$ cat src/rtl/lobl_pkg.sv
// Shared types and constants for the limited-depth order book.
// Used by every module under rtl/; depends on nothing else.
`timescale 1ns / 1ps

package lobl_pkg;

  localparam int BOOK_DEPTH = 10;
  localparam int PRICE_W    = 32;
  localparam int QTY_W      = 32;
  localparam int LIDX_W     = 4;
  localparam int POS_W      = 4;
  localparam int ACT_W      = 3;
  localparam int IDX_W      = (BOOK_DEPTH > 1) ? $clog2(BOOK_DEPTH) : 1;
  localparam int CMP_W      = (IDX_W > LIDX_W) ? IDX_W : LIDX_W;

  typedef enum logic [ACT_W-1:0] {
    ACT_NONE   = 3'd0,
    ACT_UPDATE = 3'd1,
    ACT_INSERT = 3'd2,
    ACT_REMOVE = 3'd3,
    ACT_LOAD   = 3'd4
  } action_e;

  // One request as seen by the cells of one side.
  typedef struct packed {
    logic               is_load;
    logic               is_bid;
    logic [CMP_W-1:0]   index;
    logic [PRICE_W-1:0] price;
    logic [QTY_W-1:0]   qty;
  } lobl_req_t;

  // Passed from cell to cell: whether an earlier slot already took the request.
  typedef struct packed {
    logic             found;
    action_e          act;
    logic [IDX_W-1:0] pos;
  } lobl_chain_t;

endpackage

$ cat src/rtl/lobl_cell.sv
// One slot of one book side: holds a price and quantity level.
// Depends on lobl_pkg; instantiated in a row by lobl_side.
`timescale 1ns / 1ps

module lobl_cell
  import lobl_pkg::*;
(
  input  logic               clk_i,
  input  logic               rst_ni,
  input  logic               en_i,
  input  lobl_req_t          req_i,
  input  logic [IDX_W-1:0]   slot_i,
  input  logic [PRICE_W-1:0] left_price_i,
  input  logic [QTY_W-1:0]   left_qty_i,
  input  logic [PRICE_W-1:0] right_price_i,
  input  logic [QTY_W-1:0]   right_qty_i,
  input  lobl_chain_t        chain_i,
  output lobl_chain_t        chain_o,
  output logic [PRICE_W-1:0] price_o,
  output logic [QTY_W-1:0]   qty_o,
  output logic [PRICE_W-1:0] next_price_o,
  output logic [QTY_W-1:0]   next_qty_o
);

  logic [PRICE_W-1:0] price_q, price_d;
  logic [QTY_W-1:0]   qty_q, qty_d;
  logic               eq, better, active, first, load_here;
  action_e            kind;

  always_comb begin
    eq        = (req_i.price == price_q);
    better    = req_i.is_bid ? (req_i.price > price_q) : (req_i.price < price_q);
    active    = en_i && !req_i.is_load && (req_i.price != '0);
    first     = active && !chain_i.found &&
                (eq || ((req_i.qty != '0) && (better || (price_q == '0))));
    load_here = en_i && req_i.is_load && (req_i.index == CMP_W'(slot_i));
    if (eq) begin
      kind = (req_i.qty == '0) ? ACT_REMOVE : ACT_UPDATE;
    end else begin
      kind = ACT_INSERT;
    end
  end

  always_comb begin
    price_d = price_q;
    qty_d   = qty_q;
    if (load_here) begin
      price_d = req_i.price;
      qty_d   = (req_i.price == '0) ? '0 : req_i.qty;
    end else if (first) begin
      unique case (kind)
        ACT_REMOVE: begin
          price_d = right_price_i;
          qty_d   = right_qty_i;
        end
        ACT_UPDATE: begin
          qty_d = req_i.qty;
        end
        default: begin
          price_d = req_i.price;
          qty_d   = req_i.qty;
        end
      endcase
    end else if (active && chain_i.found) begin
      // Slots behind the affected one move up on a remove, down on an insert.
      if (chain_i.act == ACT_REMOVE) begin
        price_d = right_price_i;
        qty_d   = right_qty_i;
      end else if (chain_i.act == ACT_INSERT) begin
        price_d = left_price_i;
        qty_d   = left_qty_i;
      end
    end
  end

  always_comb begin
    chain_o = chain_i;
    if (first) begin
      chain_o.found = 1'b1;
      chain_o.act   = kind;
      chain_o.pos   = slot_i;
    end
  end

  always_ff @(posedge clk_i or negedge rst_ni) begin
    if (!rst_ni) begin
      price_q <= '0;
      qty_q   <= '0;
    end else begin
      price_q <= price_d;
      qty_q   <= qty_d;
    end
  end

  assign price_o      = price_q;
  assign qty_o        = qty_q;
  assign next_price_o = price_d;
  assign next_qty_o   = qty_d;

endmodule

$ cat src/rtl/lobl_side.sv
// One side of the book: a row of BOOK_DEPTH slot cells, best level first.
// Depends on lobl_pkg and lobl_cell.
`timescale 1ns / 1ps

module lobl_side
  import lobl_pkg::*;
(
  input  logic               clk_i,
  input  logic               rst_ni,
  input  logic               en_i,
  input  lobl_req_t          req_i,
  output lobl_chain_t        chain_o,
  output logic [PRICE_W-1:0] best_price_o,
  output logic [QTY_W-1:0]   best_qty_o
);

  logic [PRICE_W-1:0] cur_price [BOOK_DEPTH];
  logic [QTY_W-1:0]   cur_qty   [BOOK_DEPTH];
  logic [PRICE_W-1:0] nxt_price [BOOK_DEPTH];
  logic [QTY_W-1:0]   nxt_qty   [BOOK_DEPTH];
  lobl_chain_t        chain     [BOOK_DEPTH+1];

  assign chain[0] = '{found: 1'b0, act: ACT_NONE, pos: '0};

  for (genvar k = 0; k < BOOK_DEPTH; k++) begin : g_cell
    logic [PRICE_W-1:0] lp, rp;
    logic [QTY_W-1:0]   lq, rq;

    if (k == 0) begin : g_head
      assign lp = '0;
      assign lq = '0;
    end else begin : g_body
      assign lp = cur_price[k-1];
      assign lq = cur_qty[k-1];
    end

    // The last slot empties when a level is removed ahead of it.
    if (k == BOOK_DEPTH - 1) begin : g_tail
      assign rp = '0;
      assign rq = '0;
    end else begin : g_mid
      assign rp = cur_price[k+1];
      assign rq = cur_qty[k+1];
    end

    lobl_cell u_cell (
      .clk_i         (clk_i),
      .rst_ni        (rst_ni),
      .en_i          (en_i),
      .req_i         (req_i),
      .slot_i        (IDX_W'(k)),
      .left_price_i  (lp),
      .left_qty_i    (lq),
      .right_price_i (rp),
      .right_qty_i   (rq),
      .chain_i       (chain[k]),
      .chain_o       (chain[k+1]),
      .price_o       (cur_price[k]),
      .qty_o         (cur_qty[k]),
      .next_price_o  (nxt_price[k]),
      .next_qty_o    (nxt_qty[k])
    );
  end

  assign chain_o      = chain[BOOK_DEPTH];
  assign best_price_o = nxt_price[0];
  assign best_qty_o   = nxt_qty[0];

endmodule

$ cat config.mk
export PLATFORM = sky130hd
export DESIGN_NAME = lobl_side
export DESIGN_NICKNAME = d
export VERILOG_FILES = /design/src/rtl/lobl_pkg.sv /design/src/rtl/lobl_cell.sv /design/src/rtl/lobl_side.sv
export SDC_FILE = /design/constraint.sdc
export NUM_CORES = 2
export LEC_CHECK = 0
export BUFFER_PORTS_ARGS = -buffer_cell sky130_fd_sc_hd__buf_2
export CORE_MARGIN = 1
export CORE_UTILIZATION = 50
export DETAILED_ROUTE_END_ITERATION = 6
export PLACE_DENSITY = 0.72
export SYNTH_ARGS = -nofsm -noshare
export SYNTH_HDL_FRONTEND = slang
export SYNTH_HIERARCHICAL = 1
export SYNTH_SLANG_ARGS = --single-unit
$ cat constraint.sdc
create_clock -name clk_i -period 20.2 [get_ports clk_i]
set_input_delay 0 -clock clk_i [delete_from_list [all_inputs] [get_ports clk_i]]
set_output_delay 0 -clock clk_i [all_outputs]
set_load 0.1 [all_outputs]
==> reports/metrics.cfg <==
[drt]
drt-initial-drc-count=10600
firstDrtPassIters=7
viasPerCell=7.03
avgRoutedWirePerCell_um=26.0
routed_wl_mm=251
num_vias=67800
ant_nets=0
drc_errors=10

[power_and_ir_drop]
power_frac_clock_pct=16.0
power_mw=9.90
pwr-share-seq_pct=31.2
ir_drop_v=0.0000906
p_comb_share_pct=52.8
power_density_nw_per_um2=141
p_leak_nw=32.2
internal_power_mw=4.81
netSwitchingFraction_pct=51.4
power_switching_mw=5.09

[grt]
antenna_found_initial=11
grt_pass1_wl_mm=382
grt_busiest_layer=met2
gr-usage-met1_pct=50.7
overflow=0
grt_pass1_vias=63500
grtUsageMet2_pct=53.3
grtUsageMet3_pct=10.1
grt_max_degree=152
grt_usage_pct=37.0

[clocking]
clk_path_buf_depth=3
clk_latency_ns=0.71
cts.sinks=640
cts_max_level=3
cts_tree=built
root_buffer=clkbuf_16
cts.clk_slew.worst_paths_ns=0.06
cts_resized=0
cts_inserted_buffers=83

[timing]
setup_viol=0
tightest_slew_ns=4.70
whs_ns=-0.00483
hold_viol=2
clock.fmax_mhz=81.9
slew_headroom_pct=-213
fin_crit_sh_pct=60.5
skew_ns=0.0344
layout_min_cycle_time_ns=12.21
fin_setup_tns_ns=0
rsz0062_at_grt=no
slew_violations=130

[worst_setup_path]
worstSetupEndpointType=output pin
critical_path_class=reg -> out
critPathMaxStageDelay_ns=0.85
cp.arrival_ns=12.21
critPathSlowestCell=buf_4
path_max_fanout=65
cp-start-kind=flop
worst_ep_required_time_ns=20.20
crit_top_cell=inv_1

[synthesis]
synthTopCellsByArea=dfrtp_1 (25%), mux2i_1 (13%), a21oi_1 (7.3%)
synth_ff_type=dfrtp_1
synth_top_area_share_pct=25.1
syn_avg_cell_area_um2=8.15
synthArstFlopShare_pct=100
ys.warnings.count=6
synth-seq-area-share_pct=25.1
syn-instance-count=7818
syn_area_um2=63700
synth_enable_flop_cells=0
synth_seq_cells=640
yosysTopAreaCell=dfrtp_1
synth.distinct_cells=54

[worst_hold_path]
hold_path_class=in -> async

[final_layout]
fillers=11400
final_common_cell=a21oi_1
seqCellArea_um2=16000
drive_above_1_share_pct=11.6
syn_to_final_growth_pct=9.90
fin_cells=9639
final_cell_mix=a21oi_1 (914), mux2i_1 (836), nor2_1 (826), dfrtp_1 (640), nand2_1 (556)
multi_input_area_um2=44600
final_nets=8317

[place]
dp_hpwl_mm=162
io_buffers=143
gp_congestion=0.981
dp_cells=9433

[floorplan]
die_y_um=359
core_area_um2=126000
ioPinCount=145
dieWidth_um=359
die_area_um2=129000
initial_utilization_pct=50.6
rows=130

[status]
violations=design-rule violations, negative hold slack, max-slew violations
status=finished with violations

[flow_run]
maxCapViolCount=0

==> power groups by stage <==
| stage | registers, mW | logic [mW] | clock network, mW |
|---|---|---|---|
| floorplan | 2.44 | 4.03 | 0 |
| global placement | 2.97 | 4.88 | 0 |
| detailed placement | 3.01 | 5.05 | 0 |
| CTS | 2.99 | 5.08 | 1.59 |
| global route | 3.13 | 5.62 | 1.64 |
| finish | 3.08 | 5.23 | 1.58 |
==> cell usage after synthesis (6+ instances only) <==
cell,n
or3_1,24
nand2_1,556
nand4_2,6
nor2_1,842
o21a_1,16
o21ai_0,298
o311ai_0,6
nor4_4,6
a21o_4,6
o221a_2,6
nor2b_1,24
inv_1,536
o211a_1,196
a221o_1,12
a21o_1,16
a221oi_1,390
o211ai_1,202
o31a_1,6
nor3_1,22
a211oi_1,10
a221oi_2,130
xor2_1,30
o22ai_1,6
nand3_1,38
buf_1,30
buf_6,30
o2bb2ai_1,6
a21oi_1,926
buf_2,76
dfrtp_1,640
nor4_1,272
a22oi_1,320
and2_1,16
xnor2_1,10
clkbuf_1,496
mux2_2,232
nand2b_1,14
a2111o_1,10
ha_1,320
nand4_1,140
mux2i_1,836
or4_1,14
==> flip-flops by register name, indices dropped and copies added, names as in the netlist <==
register,cells
g_cell.u_cell/price_o,320
g_cell.u_cell/qty_o,320
==> layout make-up <==
class / instances / share of cell area (%)
diodes: 5 / 0.0179
well taps: 1650 / 2.95
clock inverters: 30 / 0.591
multi-input cells: 6293 / 63.6
inverters: 536 / 2.87
repair buffers: 370 / 3.71
flip-flops and latches: 640 / 22.9
clock buffers: 115 / 3.38
==> per-layer routing <==
| layer | vias up | share of wire (%) |
|---|---|---|
| met5 | - | 0.017 |
| li1 | 29400 | - |
| met2 | 4941 | 42 |
| met1 | 32600 | 40 |
| met3 | 817 | 14 |
| met4 | 8 | 5.0 |
==> what timing repair did <==
item	4_1_cts	5_1_grt
hold endpoints to repair	432	0
hold buffers	56	0
setup buffers	0	0
==> logic make-up after synthesis <==
kind of cell             Yosys count  synth area share [%]
AO/OA/AOI/OAI                   2594                  29.3
other                              2                0.0118
multiplexers                    1068                  17.2
adder cells (fa/ha/maj)          320                  6.28
XOR/XNOR                          40                 0.550
buffers and inverters           1168                  7.38
flip-flops                       640                  25.1
AND/OR/NAND/NOR                 1986                  14.1
==> through the flow <==
| step | hold slack (ns) | util, % | instance area (um^2) | setup WS [ns] |
|---|---|---|---|---|
| floorplan | -0.296 | - | 64800 | 4.57 |
| global placement | 0.0851 | 52.9 | 66700 | 8.82 |
| detailed placement | 0.0696 | 52.9 | 66700 | 8.56 |
| CTS | 0.0132 | 55.6 | 70000 | 8.21 |
| global route | 0.0404 | 55.6 | 70100 | 7.67 |
| finish | -0.00483 | 55.6 | 70100 | 7.99 |
==> final timing paths <==
| check | startpoint | end | slack [ns] | cells after the start |
|---|---|---|---|---|
| max | g_cell[0].u_cell/price_o[7] | chain_o[4] | 7.99 | 37 |
| min | rst_ni | g_cell[0].u_cell/qty_o[13] | -0.005 | 3 |
| max reg2reg | g_cell[0].u_cell/price_o[7] | g_cell[9].u_cell/price_o[7] | 8.35 | 38 |
| min reg2reg | g_cell[9].u_cell/qty_o[21] | g_cell[9].u_cell/qty_o[21] | 0.65 | 2 |
| max in group asynchronous | rst_ni | g_cell[9].u_cell/price_o[4] | 17.56 | 5 |
| min in group clk_i | req_i[27] | g_cell[4].u_cell/qty_o[27] | 0.09 | 4 |
==> critical path: cells and delay by family, from the launching register on <==
kind / cells / cell delay, ns
AO/OA/AOI/OAI: 16 / 3.97
adder cells (fa/ha/maj): 1 / 0.32
buffers and inverters: 18 / 6.29
flip-flops: 1 / 0.47
AND/OR/NAND/NOR: 2 / 0.32
Note: power is estimated with default switching activity, not from simulation.
